<file path="src/design/stpd_pkg.sv">
package stpd_pkg;
  localparam int CORDIC_STEPS = 16;
  localparam int COORD_WIDTH = 16;
  localparam int DW = COORD_WIDTH + 1 + 24 + 2;
  localparam int QDEPTH = 4;
  localparam logic [15:0] TOP_DUTY_RST = 16'd49152;
  localparam logic [31:0] QUARTER_TURN = 32'h4000_0000;

  typedef logic signed [DW-1:0] vec_t;

  function automatic logic [31:0] atan_tab(input int i);
    logic [31:0] r;
    unique case (i)
      0: r = 32'd536870912;  1: r = 32'd316933406;  2: r = 32'd167458907;
      3: r = 32'd85004756;   4: r = 32'd42667331;   5: r = 32'd21354465;
      6: r = 32'd10679838;   7: r = 32'd5340245;    8: r = 32'd2670163;
      9: r = 32'd1335087;    10: r = 32'd667544;    11: r = 32'd333772;
      12: r = 32'd166886;    13: r = 32'd83443;     14: r = 32'd41722;
      15: r = 32'd20861;     16: r = 32'd10430;     17: r = 32'd5215;
      18: r = 32'd2608;      19: r = 32'd1304;      20: r = 32'd652;
      21: r = 32'd326;       22: r = 32'd163;       23: r = 32'd81;
      default: r = 32'd0;
    endcase
    return r;
  endfunction

  typedef struct packed {
    vec_t        x;
    vec_t        y;
    logic [31:0] z;
    logic [15:0] head;
  } pose_t;
endpackage

</file>
<file path="src/design/stpd_queue.sv">
module stpd_queue (
  input  logic clk,
  input  logic rst_n,
  input  logic wr,
  input  stpd_pkg::pose_t wd,
  output logic almost_full,
  input  logic rd,
  output logic nonempty,
  output stpd_pkg::pose_t rdat
);
  import stpd_pkg::*;
  localparam int AW = $clog2(QDEPTH);
  pose_t mem [QDEPTH];
  logic [AW-1:0] wp_r, rp_r;
  logic [AW:0] cnt_r;

  always_ff @(posedge clk) begin
    if (!rst_n) begin
      wp_r <= '0; rp_r <= '0; cnt_r <= '0;
    end else begin
      if (wr) wp_r <= wp_r + 1'b1;
      if (rd) rp_r <= rp_r + 1'b1;
      cnt_r <= cnt_r + (AW+1)'(wr) - (AW+1)'(rd);
    end
    if (wr) mem[wp_r] <= wd;
  end
  assign rdat = mem[rp_r];
  assign nonempty = cnt_r != 0;
  // front holds one in flight, so stop one early
  assign almost_full = cnt_r >= (AW+1)'(QDEPTH - 1);
endmodule

</file>
<file path="config.mk">
export PLATFORM = sky130hd
export DESIGN_NAME = stpd_queue
export DESIGN_NICKNAME = d
export VERILOG_FILES = /design/src/design/stpd_pkg.sv /design/src/design/stpd_queue.sv
export SDC_FILE = /design/constraint.sdc
export NUM_CORES = 1
export LEC_CHECK = 0
export ABC_CLOCK_PERIOD_IN_PS = 9000
export BUFFER_PORTS_ARGS = -buffer_cell sky130_fd_sc_hd__buf_2
export CORE_MARGIN = 4
export CORE_UTILIZATION = 25
export DETAILED_ROUTE_END_ITERATION = 6
export SLEW_MARGIN = 25
export SYNTH_ARGS = -nofsm -noshare
export SYNTH_HDL_FRONTEND = slang
export SYNTH_SLANG_ARGS = --single-unit
</file>
<file path="constraint.sdc">
create_clock -name clk -period 9 [get_ports clk]
set_input_delay 0 -clock clk [delete_from_list [all_inputs] [get_ports clk]]
set_output_delay 0 -clock clk [all_outputs]
set_load 0.05 [all_outputs]
</file>
# == After elaboration in Yosys (flattened, before gate mapping) ==
# Memories as Yosys holds them, arrays and structs flattened. A register that Yosys moved wholly into a read port is not among the register bits.
# Index checks and enable logic that the tools add are counted.
# classes
eq_ne,0
magnitude_cmp,1
multipliers,0
reduce_logical,1
n_div,0
n_shift,0
addsub,4
muxes,4
bitwise,0
# op_table
operator,n
$add A2 B1 Y2 const B,2
$mux W2,2
$add A3 B1 Y3,1
$ge A3 B2 Y1 const B,1
$reduce_bool A3 Y1,1
$sub A3 B1 Y3,1
$mux W1,2
# word_totals
output_inout_bits,136
ramBits,536
input_bits,138
rom_bits,0
mem_count,1
regBits,7
elab_cells,14
latchBits,0
# memory_table
name,words,word_bits,rd,rd_clocked_by_memory_dff,wr,line_no,text
mem,4,134,1,1,1,stpd_queue.sv:13,pose_t mem [QDEPTH];

# == Longest topological paths before layout ==
# depth
word_depth,3
ltp_mapped,7
ltp_nobuf,7

# == Worst setup path after synthesis ==
# Ideal clock, no wire load.
# synth_path
path_kind,flip-flop to flip-flop
from,register wp_r[0]
to,"memory mem[0][0] (netlist name), enable pin"
arrival_ns,3.614
synth_period_minus_slack_ns,4.123
required_ns,8.491
setup_time_ns,0.509
n_path_buf,0
path_slack_ns,4.877
path_stages_with_launch,4
path_cell_list,dfxtp_1 > inv_1 > ha_1 > and2_1
# synth_rtl
element,line_no,text
start: declaration,stpd_queue.sv:14,"logic [AW-1:0] wp_r, rp_r;"
start signal: assignment,stpd_queue.sv:21,if (wr) wp_r <= wp_r + 1'b1;
end: declaration,stpd_queue.sv:13,
# No word-level cell before the write port.

==> metrics <==
Die ar.=83600 um^2; Critical Path Slowest Stage Cell=mux4_2; GPL Wtd Cong=0.666; Worst Path Required=9.00 ns; H-tree levels=2; Sink Count=545; most numerous cell in the Yosys netlist=edfxtp_1; io pins=274; CORE AREA=77800 um^2; WP data arrival=3.04 ns; I/O Buffers=273; global-route usage over all layers=10.1%; Wirelength per Cell=18.6 um; final hold violations=0; final setup vio count=0; fmax=329 MHz; Initial DRC Count=531; DRC Markers=0; clock buffer depth=3; pre-CTS WS=5.97 ns; Slew Limit Fails=0; CP startpoint kind=flop; nets@finish=1348; Mean Syn Cell Area=26.5 um^2; Starting Density=25.4%; overall power=6.26 mW; actual slew at the worst max-slew pin=1.03 ns; Async S/R FF share, synth=0%; CP Cell Sequence=buf_16 -> buf_6 -> mux4_2 -> buf_2; RSZ-0062 raised after global routing=false; post-route setup TNS=0 ns; Post-synth EDFFs=536; CTS buffer count=59; area grow syn2layout=30.3%; area leader, netlist=edfxtp_1; Crit path largest cell delay=0.64 ns; clock slew at reported path FFs=0.06 ns; first-pass GRT wire length=64000 um; remaining global-route overflow=0; worst setup margin=5.96 ns; Worst-Skew Late Latency=0.59 ns; CTS tree=built; relative slew slack=31.6%; critical path class=reg2out; Synth top cells by count=536 x edfxtp_1, 134 x mux4_2, 15 x buf_2, 9 x dfxtp_1; crit path max fanout=46; final core utilization=33.1%; DP Area=22400 um^2; top cell type's share of synthesized area=81.5%; antenna violations before repair=5; Root Driver=clkbuf_16; Chip Width=289 um; skew final=0.0106 ns; DRT Pass-1 Iters=6; Finished Layout Cells=2288; syn_nets=892; #FFs+latches synth=545; mapped cell area=19800 um^2; Area contributors post-synth=edfxtp_1 81%, mux4_2 15%, dfxtp_1 0.91%, buf_6 0.46%, ha_1 0.44%; fin crit share=33.8%; HPWL Detailed=24700 um; ys flop type=edfxtp_1; Die Y=289 um; Site Rows=102; leakage power=8.57 nW; largest net degree at the start of global routing=62; via count=9421; drt total wl=42500 um; status=finished clean; CTS resizes=0; vias per cell=4.12; Placed Cells=2042; Max Cap Violations=0; Netlist cell types=19; share of cells above drive strength 1=41.2%; Pwr Density=243 nW/um^2; Ys Warns=0; post-layout minimum cycle time=3.04 ns; maximum vdd drop=0.147 mV; post-synthesis sequential area ratio=82.4%; Hold Path Class=in2reg; CP Capture Type=output port; Syn Inst Count=746; Post-DRT Antenna Nets=0; Post-Layout Inst Area=25700 um^2; hold_ws=0.159 ns; vias in the first global route=10547
cell usage in the layout, fill, tap and decap left out, drive strengths merged:
master / netlist / routed
dlygate4sd3: 0 / 138
nand3: 1 / 1
diode: 0 / 1
edfxtp: 536 / 536
xnor2: 3 / 3
mux2i: 1 / 1
buf: 23 / 287
bufinv: 0 / 10
nor2: 5 / 5
inv: 8 / 13
nand2: 1 / 1
and2: 6 / 6
ha: 7 / 7
nand3b: 1 / 1
mux4: 134 / 134
clkinvlp: 0 / 3
clkinv: 0 / 18
a21oi: 1 / 1
a21bo: 1 / 1
clkbuf: 7 / 70
o21ai: 1 / 1
dfxtp: 9 / 9
fa: 1 / 1
layout make-up:
type | count | area, um^2
fillers | 7347 | 52100
flip-flops and latches | 545 | 16300
multi-input cells | 163 | 3260
repair buffers | 425 | 2890
clock buffers | 70 | 1530
well taps | 1040 | 1300
clock inverters | 36 | 448
inverters | 8 | 30.0
diodes | 1 | 2.50
sequential cells by signal, indices dropped and copies added (netlist names), named ones only:
register,flops
wp_r,2
cnt_r,3
rp_r,2
mem,536
report_power, final:
| part | leakage, nW | internal, mW | switching [mW] |
|---|---|---|---|
| Combinational | 2.62 | 0.275 | 0.589 |
| Clock | 0.958 | 1.49 | 0.952 |
| Sequential | 5.00 | 2.92 | 0.0319 |
metal layers:
| layer | vias to the layer above | routed length, um | global-route usage, % | part of all wire [%] |
|---|---|---|---|---|
| li1 | 4136 | - | - | - |
| met1 | 4961 | 17500 | 12.6 | 41 |
| met2 | 249 | 21500 | 17.3 | 50 |
| met3 | 67 | 2620 | 2.71 | 6.2 |
| met4 | 8 | 850 | 2.57 | 2.0 |
| met5 | - | 55 | 0 | 0.13 |
what timing repair did:
item,CTS,global route
buffers inserted,0,0
hold buffers,138,0
endpoints found under the hold margin,545,0
logic make-up after synthesis:
kind of cell | Yosys count | synth area share [%]
adder cells (fa/ha/maj) | 8 | 0.545
flip-flops | 545 | 82.4
AO/OA/AOI/OAI | 3 | 0.101
XOR/XNOR | 3 | 0.133
multiplexers | 135 | 15.3
AND/OR/NAND/NOR | 14 | 0.367
buffers and inverters | 38 | 1.12
final timing paths:
check	from	end	slack, ns	cells after the start
max	flop	rdat[97]	5.96	4
min	wd[62]	mem[0][62]	0.16	2
max reg2reg	wp_r[0]	mem[2][111]	6.71	4
min reg2reg	rp_r[0]	flop	0.55	2
critical path, delay by kind of cell, from the launching register on:
| kind | cells | cell delay (ns) |
|---|---|---|
| buffers and inverters | 3 | 1.12 |
| multiplexers | 1 | 0.64 |
| flip-flops | 1 | 0.62 |
No activity file was read; power rests on OpenSTA's default activity.
