`src/design/stpd_pkg.sv`:
```
package stpd_pkg;
  localparam int CORDIC_STEPS = 16;
  localparam int COORD_WIDTH = 16;
  localparam int DW = COORD_WIDTH + 1 + 24 + 2;
  localparam int QDEPTH = 4;
  localparam logic [15:0] TOP_DUTY_RST = 16'd49152;
  localparam logic [31:0] QUARTER_TURN = 32'h4000_0000;

  typedef logic signed [DW-1:0] vec_t;

  function automatic logic [31:0] atan_tab(input int i);
    logic [31:0] r;
    unique case (i)
      0: r = 32'd536870912;  1: r = 32'd316933406;  2: r = 32'd167458907;
      3: r = 32'd85004756;   4: r = 32'd42667331;   5: r = 32'd21354465;
      6: r = 32'd10679838;   7: r = 32'd5340245;    8: r = 32'd2670163;
      9: r = 32'd1335087;    10: r = 32'd667544;    11: r = 32'd333772;
      12: r = 32'd166886;    13: r = 32'd83443;     14: r = 32'd41722;
      15: r = 32'd20861;     16: r = 32'd10430;     17: r = 32'd5215;
      18: r = 32'd2608;      19: r = 32'd1304;      20: r = 32'd652;
      21: r = 32'd326;       22: r = 32'd163;       23: r = 32'd81;
      default: r = 32'd0;
    endcase
    return r;
  endfunction

  typedef struct packed {
    vec_t        x;
    vec_t        y;
    logic [31:0] z;
    logic [15:0] head;
  } pose_t;
endpackage

```
`src/design/stpd_if.sv`:
```
interface stpd_in_if (input logic clk);
  logic valid;
  logic ready;
  logic signed [15:0] cur_x;
  logic signed [15:0] cur_y;
  logic signed [15:0] cur_heading;
  logic signed [15:0] target_x;
  logic signed [15:0] target_y;
  modport source (output valid, cur_x, cur_y, cur_heading, target_x, target_y, input ready);
  modport sink (input valid, cur_x, cur_y, cur_heading, target_x, target_y, output ready);
endinterface


```
`src/design/stpd_front.sv`:
```
// Forms dx/dy, prescales, folds into right half plane; the output is registered.
module stpd_front (
  input  logic clk,
  input  logic rst_n,
  stpd_in_if.sink in_ch,
  input  logic stall,
  output logic v_o,
  output stpd_pkg::pose_t p_o
);
  import stpd_pkg::*;
  logic signed [COORD_WIDTH-1:0] cx, cy, tx, ty;
  vec_t dx, dy;
  pose_t p_nxt, p_r;
  logic v_r;

  always_comb begin
    cx = COORD_WIDTH'(in_ch.cur_x);
    cy = COORD_WIDTH'(in_ch.cur_y);
    tx = COORD_WIDTH'(in_ch.target_x);
    ty = COORD_WIDTH'(in_ch.target_y);
    if (COORD_WIDTH > 16) begin
      cx = COORD_WIDTH'($unsigned(in_ch.cur_x));
      cy = COORD_WIDTH'($unsigned(in_ch.cur_y));
      tx = COORD_WIDTH'($unsigned(in_ch.target_x));
      ty = COORD_WIDTH'($unsigned(in_ch.target_y));
    end
    dx = (DW'(tx) - DW'(cx)) <<< 24;
    dy = (DW'(ty) - DW'(cy)) <<< 24;
    p_nxt.head = in_ch.cur_heading;
    p_nxt.x = dx;
    p_nxt.y = dy;
    p_nxt.z = '0;
    if (dx < 0) begin
      if (dy >= 0) begin
        p_nxt.x = dy; p_nxt.y = -dx; p_nxt.z = QUARTER_TURN;
      end else begin
        p_nxt.x = -dy; p_nxt.y = dx; p_nxt.z = -QUARTER_TURN;
      end
    end
  end

  assign in_ch.ready = !stall;
  always_ff @(posedge clk) begin
    if (!rst_n) v_r <= 1'b0;
    else if (!stall) v_r <= in_ch.valid;
    if (!stall) p_r <= p_nxt;
  end
  assign v_o = v_r;
  assign p_o = p_r;
endmodule

```
`src/flat_wrapper.sv`:
```
// flat-port wrapper written by rule: the top's interface ports become plain ports
module stpd_front_flat import stpd_pkg::*;
  (clk, rst_n, stall, v_o, p_o, in_ch_valid, in_ch_cur_x, in_ch_cur_y, in_ch_cur_heading, in_ch_target_x, in_ch_target_y, in_ch_ready);
  stpd_in_if in_ch_i (.clk(clk));
  input  logic clk;
  input  logic rst_n;
  input  logic stall;
  output logic v_o;
  output stpd_pkg::pose_t p_o;
  input wire logic [$bits(in_ch_i.valid)-1:0] in_ch_valid;
  input wire logic [$bits(in_ch_i.cur_x)-1:0] in_ch_cur_x;
  input wire logic [$bits(in_ch_i.cur_y)-1:0] in_ch_cur_y;
  input wire logic [$bits(in_ch_i.cur_heading)-1:0] in_ch_cur_heading;
  input wire logic [$bits(in_ch_i.target_x)-1:0] in_ch_target_x;
  input wire logic [$bits(in_ch_i.target_y)-1:0] in_ch_target_y;
  output wire logic [$bits(in_ch_i.ready)-1:0] in_ch_ready;
  assign in_ch_i.valid = in_ch_valid;
  assign in_ch_i.cur_x = in_ch_cur_x;
  assign in_ch_i.cur_y = in_ch_cur_y;
  assign in_ch_i.cur_heading = in_ch_cur_heading;
  assign in_ch_i.target_x = in_ch_target_x;
  assign in_ch_i.target_y = in_ch_target_y;
  assign in_ch_ready = in_ch_i.ready;
  stpd_front u_core (.clk(clk), .rst_n(rst_n), .in_ch(in_ch_i), .stall(stall), .v_o(v_o), .p_o(p_o));
endmodule
```
`config.mk`:
```
export PLATFORM = sky130hd
export DESIGN_NAME = stpd_front_flat
export DESIGN_NICKNAME = d
export VERILOG_FILES = /design/src/design/stpd_pkg.sv /design/src/design/stpd_if.sv /design/src/design/stpd_front.sv /design/src/flat_wrapper.sv
export SDC_FILE = /design/constraint.sdc
export NUM_CORES = 1
export LEC_CHECK = 0
export BUFFER_PORTS_ARGS = -buffer_cell sky130_fd_sc_hd__buf_4
export CORE_MARGIN = 4
export CORE_UTILIZATION = 35
export DETAILED_ROUTE_END_ITERATION = 10
export GPL_TIMING_DRIVEN = 0
export SYNTH_ARGS = -nofsm -noshare
export SYNTH_HDL_FRONTEND = slang
export SYNTH_SLANG_ARGS = --single-unit
```
`constraint.sdc`:
```
create_clock -name clk -period 3.7 [get_ports clk]
set_clock_uncertainty 0.15 [all_clocks]
set_input_delay 0.185 -clock clk [delete_from_list [all_inputs] [get_ports clk]]
set_output_delay 0.185 -clock clk [all_outputs]
set_load 0.01 [all_outputs]
```
[Word-level counts from Yosys, hierarchy flattened]
Index checks and enable logic that the tools add are counted.
Word-level totals
  logic and storage cells: 19
  flip-flop bits (word level): 135
  output and inout port bits: 136
  bits of input ports: 84
Cells by class
  bitwise logic cells: 1
  reductions and logical operators: 3
  add/subtract/negate cells: 4
  muxes and demuxes: 2
  order comparisons: 2
Operators by type and width (number)
  118-bit 2-to-1 mux: 2
  43-bit negation: 2
  43-bit by 1-bit >= comparator with 1-bit output, second input constant: 1
  43-bit by 1-bit less-than comparator with 1-bit output, second input constant: 1
  16-bit by 16-bit subtractor with 17-bit output: 2
  2-bit AND reduction: 1
  2-bit OR reduction: 1
  1-bit zero test: 1
  1-bit inverter: 1

[Logic depth before layout (Yosys ltp)]
  depth in word-level cells: 4
  depth in mapped cells: 15
  mapped depth without buffers: 14

[Worst setup path before layout]
OpenSTA, ideal clock, no wires.
  path kind: in2reg
  start point: in in_ch_target_x[0]
  end point: reg u_core.p_r (netlist bit u_core.p_o[87]) (data pin)
  library setup time: 0.265 ns
  stages: 12
  required time: 3.285 ns
  buffers on the path: 0
  data arrival time: 2.868 ns
  path slack: 0.417 ns
  cells stage by stage: inv_1 -> ha_1 -> fa_1 -> nand2b_1 -> a211oi_1 -> a2111oi_0 -> o41a_1 -> xnor2_1 -> nor4b_2 -> a41oi_1 -> xnor2_1 -> o21ai_1
RTL lines
  start: declaration: RTL line flat_wrapper.sv:14  | input wire logic [$bits(in_ch_i.target_x)-1:0] in_ch_target_x;
  end signal: assignment: RTL line stpd_front.sv:46  | if (!stall) p_r <= p_nxt;
  end: declaration: RTL line stpd_front.sv:13  | pose_t p_nxt, p_r;

==> impl_metrics.py <==
metrics = {
    "run_status": {
        "status": "finished clean",
    },
    "detailed_routing": {
        "initialDrtViolationCount": 160,
        "wire_per_inst_um": 14.1,
        "wl_met3_mm": 1.16,
        "met1Wirelength_mm": 6.22,
        "viasPerCell": 4.53,
        "drc": 0,
        "num_vias": 4470,
        "top_layer": "met4",
        "antenna_left": 0,
        "route.met2.wl_mm": 6.36,
        "totalWireLength_mm": 13.9,
        "firstDrtPassIters": 4,
    },
    "clock_network": {
        "clk_latency_ns": 0.32,
        "clk_path_buf_depth": 2,
        "cts_buffers": 9,
        "cts_tree": "done",
        "clock_tree.root_cell": "clkbuf_16",
        "clk_pin_slew_worst_paths_ns": 0.05,
        "cts.sinks": 57,
        "htreeDepth": 3,
        "cts_setup_buffers": 0,
    },
    "floorplan": {
        "die_y_um": 128,
        "die_w_um": 128,
        "start_util_pct": 35.9,
        "dieArea_um2": 16300,
        "num_io_pins": 220,
        "floorplan.rows": 43,
        "core_um2": 14000,
    },
    "synthesis": {
        "yosysSeqAreaShare_pct": 33.9,
        "synth_largest_area_cell": "edfxtp_1",
        "synthTopCellsByCount": "buf_4 (78), edfxtp_1 (56), inv_1 (52)",
        "ys_top_cells_by_area": "edfxtp_1 (33%), buf_4 (12%), ha_1 (8.5%)",
        "synth_warnings": 0,
        "synth-main-ff-cell": "edfxtp_1",
        "synthArstFlopShare_pct": 0,
        "ys_ff_latch": 57,
        "synth_area_um2": 5020,
        "yosysUniqueCellTypes": 65,
        "syn_inst": 551,
        "synth-edff-count": 56,
        "synth_top_area_share_pct": 33.5,
        "synth_most_common_cell": "buf_4",
        "synth.avg_cell_area_um2": 9.11,
    },
    "finish": {
        "n_antenna_cell": 0,
        "fill_cells": 1323,
        "synthToLayoutAreaGrowth_pct": 41.7,
        "layout-drive-gt1-share_pct": 31.8,
        "nNetsFinal": 921,
        "fin_cells": 986,
    },
    "worst_setup_path": {
        "rr_startpoint": "u_core.v_o",
        "reg2reg_to": "u_core.v_o",
        "end_kind": "flip-flop",
        "worstSetupEndpoint": "u_core.p_o[88]",
        "critPathLaunchType": "input pin",
        "worstSetupStartpoint": "in_ch_target_x[0]",
        "cp_max_fo": 5,
        "worstPathRequired_ns": 3.60,
        "regToRegSetupSlack_ns": 2.39,
        "crit_arrival_ns": 3.43,
        "path_class": "in2reg",
        "rr_worst_depth": 3,
    },
    "global_routing": {
        "grt_usage_pct": 16.9,
        "grt_pass1_vias": 4647,
        "grt.overflow.total": 0,
        "antenna_found_initial": 0,
        "grt_pass1_wl_mm": 22.5,
        "grt_max_degree": 49,
    },
    "placed_design": {
        "gp_congestion": 0.876,
        "hpwlAfterDp_mm": 11.6,
        "place_inst": 952,
        "port_buffers": 141,
    },
    "timing": {
        "max-slew-margin-rel_pct": 28.7,
        "hold_violations": 0,
        "fin_setup_tns_ns": 0,
        "fin_crit_ns": 3.53,
        "finalCritPeriodShare_pct": 95.5,
        "tightest_slew_ns": 1.06,
        "finalSetupViolCount": 0,
        "final_max_slew_viol_count": 0,
        "fmaxAchievable_ghz": 0.283,
        "rsz0062_at_grt": "false",
    },
    "power": {
        "peakVddDrop_mv": 0.235,
        "power_density_nw_per_um2": 392,
        "p_leak_nw": 3.46,
    },
    "job": {
        "drv_cap": 0,
    },
    "hold_path": {
        "min_path_type": "in2reg",
    },
}
==> routing by layer <==
layer  global-route usage [%]  vias up
li1                         -     2275
met1                     22.1     1972
met2                     28.2      213
met3                     3.67       10
met4                     4.68        0
met5                        0        -
==> power by group <==
group	total (mW)	internal [mW]	leakage (nW)	switching (mW)
registers	0.871	0.842	0.555	0.0284
logic	1.14	0.511	2.76	0.627
clock network	0.776	0.512	0.142	0.265
total	2.78	1.87	3.46	0.920
==> registers in the layout, indices dropped and copies added, names as in the netlist <==
signal	cells
u_core.p_o	56
u_core.v_o	1
==> cell families (layout without fill, tap and decap cells) <==
family,after synthesis,after routing,share of synthesized area (%)
DFF,57,57,33.9
other,1,80,0.0747
AOI/OAI and AO/OA,129,129,16.6
xor gates and xnor gates,52,52,9.37
adders and majority gates,36,36,9.27
muxes,7,7,1.40
buffers and inverters,142,318,16.6
and+or+nand+nor,127,127,12.7
==> how the worst min path moves through the flow <==
stage	startpoint	endpoint	slack [ns]	cells past startpoint
after CTS	stall	u_core.p_o[0]	0.09	2
after floorplan	in_ch_cur_heading[0]	u_core.p_o[0]	0.13	0
after global routing	stall	u_core.p_o[0]	0.10	2
after global placement	in_ch_cur_heading[1]	u_core.p_o[1]	0.21	1
final	stall	u_core.p_o[10]	0.10	2
after detailed placement	in_ch_cur_heading[5]	u_core.p_o[5]	0.21	1
==> cells in the final DEF (no fill, tap or decap), drive strengths merged, types with 2 or more instances in the layout <==
cell type      n
o221ai         2
a21o           7
clkbuf        16
nand2         38
a211oi         4
nor3           6
mux2i          7
buf          224
and2           2
nor4b          2
o31ai          2
o21bai         3
xnor2         35
inv           53
a21oi         32
nor2          36
conb          80
edfxtp        56
a221oi         2
fa             2
xor2          17
nand3         11
clkinv         5
nor4           2
o21ai         42
a31oi          5
dlygate4sd3   18
o31a           3
nand2b         8
or4            3
and3           3
o211a          2
ha            34
o41ai          8
nor2b          7
o211ai         5
nand4          4
==> cell type report <==
cell class              instances  area, um2  share of cell area [%]
plain buffers                  89        642                    9.03
inverters                      53        199                    2.80
multi-input cells             431       2800                    39.4
flip-flops and latches         57       1700                    23.9
well taps                     180        225                    3.17
clock inverters                 7       61.3                   0.862
repair buffers                160       1260                    17.7
clock buffers                   9        225                    3.17
==> per-stage QoR <==
stage | hold slack (ns) | utilization, % | power [mW] | setup WS, ns | instance area, um2
4_1_cts | 0.0852 | 50.8 | 2.81 | 0.0622 | 7100
3_5_place_dp | 0.215 | 47.3 | 2.00 | -0.481 | 6620
6_report | 0.102 | 50.8 | 2.78 | 0.166 | 7110
3_3_place_gp | 0.214 | 47.2 | 1.99 | -0.455 | 6600
2_1_floorplan | 0.134 | - | 1.60 | 0.417 | 5320
5_1_grt | 0.105 | 50.8 | 2.97 | 0.0177 | 7110
==> critical path: stages <==
cell,delay (ns)
buf_4,0.08
inv_1,0.03
ha_1,0.22
fa_1,0.40
nand2b_1,0.19
a211oi_2,0.29
a2111oi_0,0.16
o41a_1,0.55
xnor2_1,0.28
nor4b_4,0.44
nand3_1,0.12
o41ai_1,0.48
==> repair_timing <==
item,CTS,global route
gates resized for setup,5,5
hold buffers,18,0
setup endpoints to repair,6,30
hold endpoints to repair,17,0
No activity file was read; power rests on OpenSTA's default activity.
